===== src/rtl/core/segmentation_energy_eval_defines.svh =====
// ----------------------------------------------------------------------------
// Segmentation energy evaluator: assertion macros
// Shared concurrent assertion forms, clocked and held off during reset.
// ----------------------------------------------------------------------------
`ifndef SEGMENTATION_ENERGY_EVAL_DEFINES_SVH
`define SEGMENTATION_ENERGY_EVAL_DEFINES_SVH

// Consequent must hold in the same cycle as the antecedent.
`define SEGE_ASSERT_SAME(label, clk, rst_n, ante, cons) \
	label: assert property (@(posedge clk) disable iff (!rst_n) (ante) |-> (cons)) \
		else $error("same-cycle property failed");

// Consequent must hold in the cycle after the antecedent.
`define SEGE_ASSERT_NEXT(label, clk, rst_n, ante, cons) \
	label: assert property (@(posedge clk) disable iff (!rst_n) (ante) |=> (cons)) \
		else $error("next-cycle property failed");

`endif


===== src/rtl/core/sege_queue.sv =====
// ----------------------------------------------------------------------------
// sege_queue
// Small first-in first-out queue between the pixel front and the adder.
// ----------------------------------------------------------------------------
module sege_queue #(
	parameter int unsigned W         = 27,
	parameter int unsigned DEPTH_LOG = 2
) (
	input  logic         clk,
	input  logic         arst_n,
	input  logic         restart,
	input  logic         push,
	input  logic [W-1:0] wdata,
	input  logic         pop,
	output logic [W-1:0] rdata,
	output logic         full,
	output logic         empty
);

	localparam int unsigned DEPTH = 1 << DEPTH_LOG;

	logic [W-1:0]         slot_q [DEPTH];
	logic [DEPTH_LOG-1:0] wp_q;
	logic [DEPTH_LOG-1:0] rp_q;
	logic [DEPTH_LOG:0]   cnt_q;

	assign full  = (cnt_q == (DEPTH_LOG+1)'(DEPTH));
	assign empty = (cnt_q == '0);
	assign rdata = slot_q[rp_q];

	always_ff @(posedge clk) begin
		if (push) begin
			slot_q[wp_q] <= wdata;
		end
	end

	always_ff @(posedge clk or negedge arst_n) begin
		if (!arst_n) begin
			wp_q  <= '0;
			rp_q  <= '0;
			cnt_q <= '0;
		end else if (restart) begin
			wp_q  <= '0;
			rp_q  <= '0;
			cnt_q <= '0;
		end else begin
			if (push) begin
				wp_q <= wp_q + 1'b1;
			end
			if (pop) begin
				rp_q <= rp_q + 1'b1;
			end
			if (push && !pop) begin
				cnt_q <= cnt_q + 1'b1;
			end else if (pop && !push) begin
				cnt_q <= cnt_q - 1'b1;
			end
		end
	end

endmodule


===== config.mk =====
export PLATFORM = sky130hd
export DESIGN_NAME = sege_queue
export DESIGN_NICKNAME = d
export VERILOG_FILES = /design/src/rtl/core/segmentation_energy_eval_defines.svh /design/src/rtl/core/sege_queue.sv
export SDC_FILE = /design/constraint.sdc
export NUM_CORES = 1
export LEC_CHECK = 0
export ABC_AREA = 1
export BUFFER_PORTS_ARGS = -buffer_cell sky130_fd_sc_hd__buf_2
export CORE_MARGIN = 8
export CORE_UTILIZATION = 30
export CTS_CLUSTER_DIAMETER = 120
export CTS_CLUSTER_SIZE = 28
export DETAILED_ROUTE_END_ITERATION = 16
export RECOVER_POWER = 25
export SETUP_SLACK_MARGIN = 0.3
export SYNTH_ARGS = -nofsm -noshare
export SYNTH_HDL_FRONTEND = slang
export SYNTH_SLANG_ARGS = --single-unit

===== constraint.sdc =====
create_clock -name clk -period 4.5 [get_ports clk]
set_input_delay 0.9 -clock clk [delete_from_list [all_inputs] [get_ports clk]]
set_output_delay 0.9 -clock clk [all_outputs]
set_load 0.01 [all_outputs]

# Yosys cells after proc, flatten, opt, wreduce, memory -nomap -nowiden
# Memory sizes are Yosys's and may differ from the RTL's.
# Cells that the tools add are included.
[op_classes]
n_addsub = 4
eq_ne = 1
muxes = 9
reduce_logical = 8
[ops]
columns = ["operator", "n"]
rows = [
  ["$mux 3", 3],
  ["$mux 2", 4],
  ["$add 2x1->2 const B", 2],
  ["$reduce_bool 2->1", 2],
  ["$add 3x1->3 const B", 1],
  ["$eq 3x3->1 const B", 1],
  ["$logic_not 3->1", 1],
  ["$reduce_bool 3->1", 1],
  ["$sub 3x1->3 const B", 1],
  ["$logic_and 1x1->1", 2],
  ["$logic_not 1->1", 2],
  ["$mux 1", 2],
]
[totals]
reg_bits = 7
mem_bits_rw = 108
out_inout_bits = 29
word_cells = 26
memories = 1
[memory_table]
columns = ["memory", "words", "width", "read_ports", "rd_clocked_by_memory_dff", "wr", "line_no", "source"]
rows = [
  ["slot_q", 4, 27, 1, 0, 1, "sege_queue.sv:22", "logic [W-1:0] slot_q [DEPTH];"],
]

# Longest topological paths before layout
[logic_depth]
ltp_word = 5
mapped_depth = 10
mapped_depth_nobuf = 10

# Least setup slack after synthesis
# No wires, ideal clock.
[synth_timing]
kind = "in2reg"
from = "in push"
to = "reg cnt_q[2]"
setup_time_ns = 0.119
arrival_ns = 1.884
required_time_ns = 4.381
setup_slack_ns = 2.497
cell_stages = 10
cell_sequence = "buf_4 -> nand2_1 -> inv_1 -> fa_1 -> inv_1 -> nand2_1 -> nand2_1 -> nand2_1 -> nand3_1 -> nand2_1"
[synth_between]
elab_chain_len = 3
elab_cells_between_ends = 6
[synth_lines]
columns = ["item", "line_no", "source"]
rows = [
  ["start, declared", "sege_queue.sv:12", "input logic push,"],
  ["$logic_and 1x1->1 or $logic_not 1->1 (tied branches)", "sege_queue.sv:53, sege_queue.sv:55", ""],
  ["$mux 3 or $logic_and 1x1->1 (tied branches)", "sege_queue.sv:53, sege_queue.sv:55", ""],
  ["$mux 3 or $reduce_bool 3->1 (tied branches)", "--", ""],
  ["end signal, assigned", "sege_queue.sv:54", "cnt_q <= cnt_q + 1'b1;"],
  ["end signal, assigned", "sege_queue.sv:56", "cnt_q <= cnt_q - 1'b1;"],
  ["end, declared", "sege_queue.sv:25", "logic [DEPTH_LOG:0] cnt_q;"],
]
# Several ways; a longest one is shown, not always the timed one.
# A chain may end at the register's enable or synchronous reset.

# Worst setup path after layout
[layout_timing]
from = "reg rp_q[0]"
to = "out rdata[25]"
[layout_between]
elab_chain_len = 1
[layout_lines]
columns = ["item", "line_no", "source"]
rows = [
  ["start, declared", "sege_queue.sv:24", "logic [DEPTH_LOG-1:0] rp_q;"],
  ["start signal, assigned", "sege_queue.sv:51", "rp_q <= rp_q + 1'b1;"],
  ["$mem_v2 4x27", "--", ""],
  ["end, declared", "sege_queue.sv:15", "output logic [W-1:0] rdata,"],
]
# No other way between the ends.

==> results.md <==
* Gr usage total at 10.4%
* CP Class: reg2out
* # Post-CTS Setup Buffers at 0
* Die Ht at roughly 140 um
* Post-Place Cell Area at between 4000 and 5000 sq um
* First-pass GRT wire length at around 16,000 um
* Setup TNS at 0 ns
* Detailed Place HPWL at a little over 6000 um
* Cell family with most CP delay: flip-flops
* Mapped Nets at 359
* Synthesis Warnings at 0
* Peak supply drop at around 0.00027 V
* Clock skew at roughly 0.0089 ns
* Top-count cell post-synth: edfxtp_1
* Share of cells above drive strength 1 at 18.2%
* Total grt overflow at 0
* CTS max path bufs at 2
* DR vias at 2,749
* # clock sinks at 115
* CP Data Arrival Time at between 2 and 2.5 ns
* Placer Congestion at 0.672
* Final instance area at 5380 sq um
* DRC viols at 0
* Synth Instances at 322
* Drt pass-1 iters at 4
* Top cells by count, synth: 108 x edfxtp_1, 55 x nor2_1, 36 x o21ai_0
* Min Tclk post-route at 2.95 ns
* Top cells by area, synth: edfxtp_1 72%, nor2_1 4.6%, o21ai_0 4.0%
* Worst slew pin tran at slightly below 0.9 ns
* Max FO, Critical Path at 30
* Bufs and invs on worst path at 2
* Width of the die at 138 um
* Worst Setup Start Kind: flip-flop
* HP Class: in2async
* Main synth FF type: edfxtp_1
* Cts hold-fix bufs at 0
* Final hold violations at 0
* Cts bufs inserted at 17
* Number of setup violations in the final report at 0
* CTS tree: yes
* Die ar. at 19,200 sq um
* Hold Slack at 0.413 ns
* Io pins at 61
* Mean Syn Cell Area at 14.0 sq um
* Final Core Density at 36.9%
* Yosys reg bits at about 120
* Leak Pwr at 0.00194 uW
* Post-synthesis async set-or-reset flop share at 6.09%
* Synth area leader: edfxtp_1
* Nets@finish at 426
* H-Tree Depth at 4
* Layout area overhead at 19.8%
* Pwr Density at between 400 and 500 nW/um^2
* Number of synthesized flops with an enable pin at 108
* Vias in the first global route at 2,796
* Post-Route WL at 9950 um
* Layout fillers at ~1,400
* CTS clk-pin slew, worst paths at 0.05 ns
* Req. time, crit path at 3.60 ns
* Core area at 14,600 sq um
* Final worst path period share at roughly 66%
* CP max stage delay at 0.68 ns
* Post-CTS resize count at 0
* Outcome: finished, final reports clean
* Initial antenna violation count at 1
* Final Max Slew Viols at 0
* Post-synthesis sequential area ratio at 76.1%
* Root Buffer: clkbuf_16
* Worst skew pair latency at around 0.40 ns
* Post-route ant nets at 0
* Port bufs at 60
* Crit end category: output port
* Worst path cell trace: buf_4, o21ai_0, o22ai_1, buf_2
* Maxcap violations at 0
* RSZ-0062 raised after global routing: false
* Number of diodes at 0
* Row Count at 44
* Slowest stage cell, crit path: dfrtp_2
* Initial DRC count at 234
* Mapped Area at 4490 sq um
* Rel. slew slack at 40.8%
* Synth top area share at between 70% and 80%
* Initial Util at between 30% and 40%
* Synth unique cells at 21
* DR WL/cell at 17.0 um
* Largest net degree at the start of global routing at 56
* Max Fclk at 0.339 GHz
* Vias/cell at 4.70
-- worst reg2reg max path, stage by stage, from the launching register on --
cell and delay (ns):
dfrtp_1 0.39, inv_1 0.13, ha_1 0.16, nand2_1 0.05, inv_1 0.61, buf_4 0.35
-- routing by layer --
layer,share of wire [%],vias up,routed length [um],track usage (%)
met5,0.10,-,10,0
met4,1.1,2,110,3.60
met3,5.3,13,524,4.11
met2,49,70,4850,16.7
met1,45,1341,4460,12.6
li1,-,1323,-,-
-- stage by stage --
stage / worst slack [ns] / power (uW) / std cells
after floorplan: 2.50 / 1410 / 322
after global placement: 1.95 / 1510 / 554
after detailed placement: 1.89 / 1520 / 554
after CTS: 1.48 / 2610 / 585
after global routing: 1.40 / 2690 / 585
final: 1.55 / 2580 / 585
-- sequential cells by signal, summed over array words and instances, names as in the netlist --
register and count:
wp_q 2, slot_q 108, rp_q 2, cnt_q 3
-- power by group --
group          switching, uW  internal (uW)
registers               21.3           1230
logic                    159           80.7
clock network            412            680
-- area by class of cell --
class / instances / area, sq um / share of cell area, %
multi-input combinational: 173 / 858 / 15.9
sequential: 115 / 3420 / 63.5
tap: 184 / 230 / 4.28
clock buffer: 21 / 440 / 8.18
clock inverter: 10 / 43.8 / 0.814
inverter: 16 / 65.1 / 1.21
timing repair buffer: 66 / 325 / 6.04
-- cells by family (layout without fill, tap and decap cells) --
kind of cell,Yosys count,in the layout,synth area share (%)
AOI/OAI and AO/OA,87,87,10.4
adders and majority gates,5,5,1.56
buffers and inverters,34,113,4.84
DFF,115,115,76.1
and+or+nand+nor,81,81,7.10
-- layout by cell type, fill, tap and decap left out --
master        n
ha_1          4
inv_2         1
buf_4         6
inv_1        13
a21oi_1       2
clkbuf_16    17
inv_6         1
nand4_1       2
dfrtp_1       6
o22ai_1      27
edfxtp_1    108
nand2_1      16
dfrtp_2       1
buf_2        44
clkbuf_1     20
o21ai_1      22
fa_1          1
nor2_1       55
clkinvlp_4    1
clkinv_1      8
nand3_1       6
o21ai_0      36
nor3_1        2
clkinv_2      2
-- final timing paths --
| kind | slack [ns] | startpoint | cells past startpoint | endpoint |
|---|---|---|---|---|
| hold reg to reg | 0.60 | cnt_q[2] | 2 | cnt_q[2] |
| max in group asynchronous | 3.75 | arst_n | 1 | rp_q[0] |
| setup reg to reg | 2.52 | wp_q[0] | 5 | slot_q[0][14] |
| min in group clk | 0.60 | cnt_q[2] | 2 | cnt_q[2] |
| hold / removal | 0.41 | arst_n | 1 | cnt_q[0] |
| setup / recovery | 1.55 | rp_q[0] | 4 | rdata[25] |
No activity file was read; power rests on OpenSTA's default activity.
