[src/rtl/core/segmentation_energy_eval_defines.svh]
// ----------------------------------------------------------------------------
// Segmentation energy evaluator: assertion macros
// Shared concurrent assertion forms, clocked and held off during reset.
// ----------------------------------------------------------------------------
`ifndef SEGMENTATION_ENERGY_EVAL_DEFINES_SVH
`define SEGMENTATION_ENERGY_EVAL_DEFINES_SVH

// Consequent must hold in the same cycle as the antecedent.
`define SEGE_ASSERT_SAME(label, clk, rst_n, ante, cons) \
	label: assert property (@(posedge clk) disable iff (!rst_n) (ante) |-> (cons)) \
		else $error("same-cycle property failed");

// Consequent must hold in the cycle after the antecedent.
`define SEGE_ASSERT_NEXT(label, clk, rst_n, ante, cons) \
	label: assert property (@(posedge clk) disable iff (!rst_n) (ante) |=> (cons)) \
		else $error("next-cycle property failed");

`endif

[src/rtl/core/sege_pkg.sv]
// ----------------------------------------------------------------------------
// sege_pkg
// Constants, register indexes, configuration struct and term tables.
// ----------------------------------------------------------------------------
package sege_pkg;

	localparam int unsigned MAX_WIDTH_DEF     = 4096;
	localparam int unsigned FRACTION_BITS_DEF = 8;
	localparam int unsigned ENERGY_BITS_DEF   = 48;

	localparam int unsigned WIDTH_REG_W = 13;
	localparam int unsigned ENTRY_W     = 12;

	localparam logic [1:0] REG_IMAGE_WIDTH    = 2'd0;
	localparam logic [1:0] REG_HIGH_THRESHOLD = 2'd1;
	localparam logic [1:0] REG_LOW_THRESHOLD  = 2'd2;
	localparam logic [1:0] REG_PENALTY        = 2'd3;

	localparam logic [12:0] RST_IMAGE_WIDTH    = 13'd640;
	localparam logic [7:0]  RST_HIGH_THRESHOLD = 8'd80;
	localparam logic [7:0]  RST_LOW_THRESHOLD  = 8'd50;
	localparam logic [15:0] RST_PENALTY        = 16'd2000;

	// exp(-1/1800) in Q31.
	localparam longint unsigned E31 = 64'd2146290933;

	typedef struct packed {
		logic [7:0]  high;
		logic [7:0]  low;
		logic [15:0] pen;
	} sege_cfg_t;

	typedef logic [31:0] pair_tab_t [256];
	typedef logic [31:0] local_tab_t [5];

	function automatic longint unsigned mul_q31(input longint unsigned a,
			input longint unsigned b);
		return (a * b + 64'd1073741824) >> 31;
	endfunction

	// 5*exp(-d*d/1800) for d = 0..255, rounded to f fraction bits.
	function automatic pair_tab_t pair_table(input int unsigned f);
		pair_tab_t tab;
		longint unsigned res;
		longint unsigned base;
		logic [15:0] n;
		for (int d = 0; d < 256; d++) begin
			res = 64'd1 << 31;
			base = E31;
			n = 16'(d * d);
			for (int b = 0; b < 16; b++) begin
				if (n[b]) begin
					res = mul_q31(res, base);
				end
				base = mul_q31(base, base);
			end
			tab[d] = 32'((64'd5 * res + (64'd1 << (30 - f))) >> (31 - f));
		end
		return tab;
	endfunction

	// 10*ln(1+n) for n = 0..4, rounded to f fraction bits.
	function automatic local_tab_t local_table(input int unsigned f);
		local_tab_t tab;
		longint unsigned q20 [5];
		q20[0] = 64'd0;
		q20[1] = 64'd7268175;
		q20[2] = 64'd11519785;
		q20[3] = 64'd14536350;
		q20[4] = 64'd16876180;
		for (int k = 0; k < 5; k++) begin
			tab[k] = 32'((q20[k] + (64'd1 << (19 - f))) >> (20 - f));
		end
		return tab;
	endfunction

endpackage

[src/rtl/core/sege_back.sv]
// ----------------------------------------------------------------------------
// sege_back
// Saturating energy accumulator and registered result stage.
// ----------------------------------------------------------------------------
`include "segmentation_energy_eval_defines.svh"

module sege_back #(
	parameter int unsigned VAL_W       = 26,
	parameter int unsigned ENERGY_BITS = sege_pkg::ENERGY_BITS_DEF
) (
	input  logic                   clk,
	input  logic                   arst_n,
	input  logic                   restart,
	input  logic                   q_empty,
	input  logic [VAL_W:0]         q_rdata,
	output logic                   q_pop,
	output logic                   out_valid,
	input  logic                   out_stall,
	output logic [ENERGY_BITS-1:0] energy_total,
	output logic                   energy_saturated
);

	localparam int unsigned SUM_W = ((ENERGY_BITS > VAL_W) ? ENERGY_BITS : VAL_W) + 1;
	localparam logic [ENERGY_BITS-1:0] E_MAX = '1;

	logic [ENERGY_BITS-1:0] acc_q;
	logic                   out_valid_q;
	logic [ENERGY_BITS-1:0] total_q;
	logic                   sat_q;

	logic                   last;
	logic [SUM_W-1:0]       sum;
	logic [ENERGY_BITS-1:0] nacc;

	assign last  = q_rdata[VAL_W];
	assign q_pop = !q_empty && (!last || !out_valid_q || !out_stall);
	assign sum   = SUM_W'(acc_q) + SUM_W'(q_rdata[VAL_W-1:0]);
	assign nacc  = (sum > SUM_W'(E_MAX)) ? E_MAX : sum[ENERGY_BITS-1:0];

	assign out_valid        = out_valid_q;
	assign energy_total     = total_q;
	assign energy_saturated = sat_q;

	always_ff @(posedge clk) begin
		if (q_pop && last) begin
			total_q <= nacc;
			sat_q   <= (nacc == E_MAX);
		end
	end

	always_ff @(posedge clk or negedge arst_n) begin
		if (!arst_n) begin
			acc_q       <= '0;
			out_valid_q <= 1'b0;
		end else if (restart) begin
			acc_q       <= '0;
			out_valid_q <= 1'b0;
		end else begin
			if (q_pop) begin
				acc_q <= last ? '0 : nacc;
			end
			if (q_pop && last) begin
				out_valid_q <= 1'b1;
			end else if (!out_stall) begin
				out_valid_q <= 1'b0;
			end
		end
	end

	`SEGE_ASSERT_NEXT(a_last_gives_result, clk, arst_n, q_pop && last, out_valid_q && acc_q == '0)

endmodule

[config.mk]
export PLATFORM = sky130hd
export DESIGN_NAME = sege_back
export DESIGN_NICKNAME = d
export VERILOG_FILES = /design/src/rtl/core/sege_pkg.sv /design/src/rtl/core/sege_back.sv
export VERILOG_INCLUDE_DIRS = /design/src /design/src/rtl/core
export SDC_FILE = /design/constraint.sdc
export NUM_CORES = 1
export LEC_CHECK = 0
export BUFFER_PORTS_ARGS = -buffer_cell sky130_fd_sc_hd__buf_2
export CORE_ASPECT_RATIO = 1.2
export CORE_MARGIN = 2
export CORE_UTILIZATION = 31
export DETAILED_ROUTE_END_ITERATION = 7
export GPL_ROUTABILITY_DRIVEN = 0
export GPL_TIMING_DRIVEN = 0
export PLACE_DENSITY_LB_ADDON = 0.08
export SYNTH_ARGS = -nofsm -noshare
export SYNTH_HDL_FRONTEND = slang
export SYNTH_SLANG_ARGS = --single-unit
[constraint.sdc]
create_clock -name clk -period 8.7 [get_ports clk]
set_clock_uncertainty 0.2 [all_clocks]
set_input_delay 0.87 -clock clk [delete_from_list [all_inputs] [get_ports clk]]
set_output_delay 0.87 -clock clk [all_outputs]
set_load 0.01 [all_outputs]
; ---- Word level (Yosys, flattened, before mapping)
; Cells that the tools add are included.
[op_classes]
addsub = 1
magnitude_cmp = 1
eq_ne = 2
muxes = 7
reduce_logical = 9
[op_table]
columns = op, n
row1 = $mux W48, 4
row2 = $add A48 B26 Y49, 1
row3 = $gt A49 B48 Y1 const B, 1
row4 = $eq A48 B48 Y1 const B, 1
row5 = $logic_not A1 Y1, 4
row6 = $mux W1, 3
row7 = $ne A3 B2 Y1 const B, 1
row8 = $logic_and A1 B1 Y1, 2
row9 = $logic_or A1 B1 Y1, 2
row10 = $reduce_bool A2 Y1, 1
[word_totals]
register_bits = 98
input_bits = 32
out_inout_bits = 51
elab_cells = 24

; ---- Longest topological paths before layout
[logic_depth]
depth_word = 7
depth_mapped = 14
mapped_depth_nobuf = 13

; ---- Least setup slack after synthesis
; Ideal clock, no wire load.
[synth_timing]
path_kind = input to register
startpoint = input port q_rdata[0]
endpoint = register sat_q, in the netlist energy_saturated (data pin)
setup_ns = 0.145
arrival_ns = 3.590
t_required_ns = 8.355
slack_ns = 4.765
cell_stages = 13
n_path_buf = 0
path_cell_list = ha_1 > inv_1 > fa_1 > nand2b_1 > a211o_1 > a31o_2 > o221ai_4 > xnor2_1 > or3_1 > or4_1 > nor4_1 > nand4b_1 > o21ai_1
[synth_between]
elab_chain_len = 4
[synth_rtl]
columns = element, line_no
row1 = from (decl), sege_back.sv:15  ; input logic [VAL_W:0] q_rdata,
row2 = $add A48 B26 Y49 *, sege_back.sv:37  ; assign sum = SUM_W'(acc_q) + SUM_W'(q_rdata[VAL_W-1:0]);
row3 = $gt A49 B48 Y1, sege_back.sv:38  ; assign nacc = (sum > SUM_W'(E_MAX)) ? E_MAX : sum[ENERGY_BITS-1:0];
row4 = $mux W48 *, sege_back.sv:38
row5 = $eq A48 B48 Y1 *, sege_back.sv:47  ; sat_q <= (nacc == E_MAX);
row6 = to (signal assigned), sege_back.sv:47
row7 = to (decl), sege_back.sv:29  ; logic sat_q;
; Mark *: on every way between the ends. The rest lies on a longest branch, timed or not.
; A chain may end at the register's enable or synchronous reset.

; ---- Final worst setup path
; Same ends and word-level chain as after synthesis.

==> impl_metrics.ini <==
[clocking]
htree_levels = 3
postCtsSetupBuffers = 0
root_buffer = clkbuf_16
clk_pin_slew_ps = 70
cts_sinks = 98
cts_resized = 0
cts.path.max_buffers = 2
clk_latency_ps = 350
cts_buffers = 9
tritoncts = yes
hold_buffers = 0

[synth]
syn-cell-area_mm2 = 0.00539
synthXorXnorAreaFrac_pct = 6.99
seq_area_frac_synth_pct = 50.1
ys.flop_type = edfxtp_1
syn_area_per_cell_um2 = 10.5
synth_edf_count = 49
synthMuxAreaShare_pct = 0
netlist.area_leader.share_pct = 27.3
synth_top_cell_by_area = edfxtp_1
synth_area_leaders = edfxtp_1, dfrtp_1, a22o_1
synth_top_family_by_area = compound AO/OA/AOI/OAI gates
synth_cells = 512
ys_ff_latch = 98
yosys_warnings = 0
synth_compound_area_share_pct = 19.8
synth.distinct_cells = 51
yosys.area_share.simple_pct = 14.2
ys_async_sr_fraction_pct = 50.0
synthAdderAreaFrac_pct = 6.41
syn_nets = 571

[cells_and_area]
multi_input_area_mm2 = 0.00256
final_util_pct = 37.9
syn_to_final_growth_pct = 18.9
seqCellArea_mm2 = 0.00270
drive_gt1_share_pct = 18.7
diodes = 0
nets = 665
final.fill_count = 1767

[power_and_ir_drop]
switching_share_pct = 26.6
p_switching_mw = 0.303
peakVddDrop_uv = 74.9
clkPwrFrac_pct = 38.2
power.leakage_nw = 2.80
fin_total_pwr_mw = 1.14
p_int_mw = 0.835
comb_power_share_pct = 15.9
power_frac_seq_pct = 45.9
p_per_area_mw_per_mm2 = 178

[critical_path]
timing.critical_path.from_type = input pin
cp_max_fo = 2
cp.required_ps = 8690
worst-setup-path-type = input pin to flop
cp_data_arrival_time_ps = 4500
end_kind = flop
r2r_setup_slack_ps = 4450
worstReg2RegEnd = energy_saturated$_DFFE_PP_
ff2ff_path_depth = 13
timing.rr.start = acc_q[0]$_DFFE_PN0P_

[placed_design]
io_buffers = 82
pre_cts_slack_ps = 3820
dp_hpwl_mm = 11.1

[floorplan]
fp.dieH_um = 148
rows = 52
fp.dieArea_mm2 = 0.0185
core-area_mm2 = 0.0169
start_util_pct = 31.8
die_w_um = 124
pin_count = 83

[worst_hold_path]
min_to = acc_q[2]$_DFFE_PN0P_
hp-class = flop to flop
hold_path_depth = 1
hp-start = acc_q[2]$_DFFE_PN0P_

[timing]
min_period_ps = 4510
slew_viol_final = 0
fin_setup_tns_ps = 0
hold_viol_final = 0
rsz0062_at_grt = no
finalCritPeriodShare_pct = 51.9
max-slew-margin-rel_pct = 20.0
worst_slack_ps = 4190
fmax_mhz = 222
tightest_slew_ps = 1200
setup_violations = 0

[drt]
num_vias = 4287
vias_per_cell = 5.18
drt_first_iter_violations = 192
drc = 0
ant_nets = 0
wirelength_mm = 14.7
first_pass_iters = 4
wl_per_cell_um = 17.7

[flow_run]
cap_violations = 0

[global_route]
antenna_found_initial = 0
grt_first_pass_wirelength_mm = 24.1
grt.overflow.total = 0
grtUsageTotal_pct = 16.5
grt_pass1_vias = 4567
grt_max_degree = 50

[status]
status = completed
final cells by class:
class	count	share of cell area, %
clock inverter	7	1.43
clock buffer	9	3.52
timing repair buffer	83	6.72
inverter	13	0.762
buffer	22	1.31
multi-input combinational	379	39.9
tap	216	4.22
sequential	98	42.1
registers in the layout, indices dropped and copies added, names as in the netlist:
name              cells
acc_q                48
energy_total         48
energy_saturated      1
out_valid             1
stage by stage:
stage	area (um2)	hold WS, ps	std cells
final	6410	311	827
after global placement	6070	294	810
after floorplan	5390	277	512
after CTS	6410	319	827
after detailed placement	6090	298	811
after global routing	6410	335	827
metal layers:
metal	GRT usage (%)	wire [um]	up-vias
met5	0	0	-
met4	5.00	160	0
met3	3.20	494	10
met2	30.1	7740	81
met1	19.6	6270	2113
li1	-	-	2083
how the worst max path moves through the flow:
stage / from / to / cells past startpoint
finish: q_rdata[0] / energy_saturated$_DFFE_PP_ / 14
global route: q_rdata[0] / energy_saturated$_DFFE_PP_ / 14
CTS: q_rdata[0] / energy_saturated$_DFFE_PP_ / 14
detailed placement: q_rdata[0] / energy_saturated$_DFFE_PP_ / 14
global placement: q_rdata[0] / energy_saturated$_DFFE_PP_ / 14
floorplan: q_rdata[0] / energy_saturated$_DFFE_PP_ / 13
critical path: stages:
cell and delay (ps):
buf_2 110, ha_1 210, inv_1 70, fa_1 420
and3b_1 220, nand4_1 110, nor4b_1 320, o2111ai_1 150
a2111oi_0 440, nand4b_1 200, or4_1 520, nor4_1 500
nand4b_1 170, o21ai_1 200
Yosys cell counts, types with 13 or more instances:
master and instances:
a21oi_1 33, a22o_1 48, clkbuf_1 21, dfrtp_1 49, edfxtp_1 49, ha_1 26, inv_1 13, nand2_1 69
nor2_1 28, o21ai_0 23, xnor2_1 20, xor2_1 23
power groups by stage:
stage	sequential, mW	combinational (mW)	clock [mW]
after floorplan	0.539	0.112	0
after global placement	0.532	0.182	0
after detailed placement	0.532	0.183	0
after CTS	0.522	0.185	0.445
after global routing	0.524	0.204	0.466
final	0.522	0.181	0.434
cell families (layout without fill, tap and decap cells):
group,count (synthesis),count (layout)
and+or+nand+nor,161,161
DFF,98,98
buffers and inverters,35,134
adders and majority gates,27,27
AOI/OAI and AO/OA,148,148
xor gates and xnor gates,43,43
cell usage in the layout (no fill, tap or decap), types with 3 or more instances in the layout:
master and instances:
buf_2 83, nand2_1 69, dfrtp_1 49, edfxtp_1 49, a22o_1 48, a21oi_1 33
nor2_1 28, ha_1 26, o21ai_0 23, xor2_1 23, clkbuf_1 21, xnor2_1 20
inv_1 13, nand4_1 10, nand3_1 10, or2_2 9, clkbuf_16 9, and3_1 8
a31oi_1 7, nor3_1 5, o21bai_1 4, nand2b_1 4, a21o_1 4, a211oi_1 4
nor4b_1 4, o21a_1 3, and2_1 3, a21boi_0 3
Note: power is estimated with default switching activity, not from simulation.
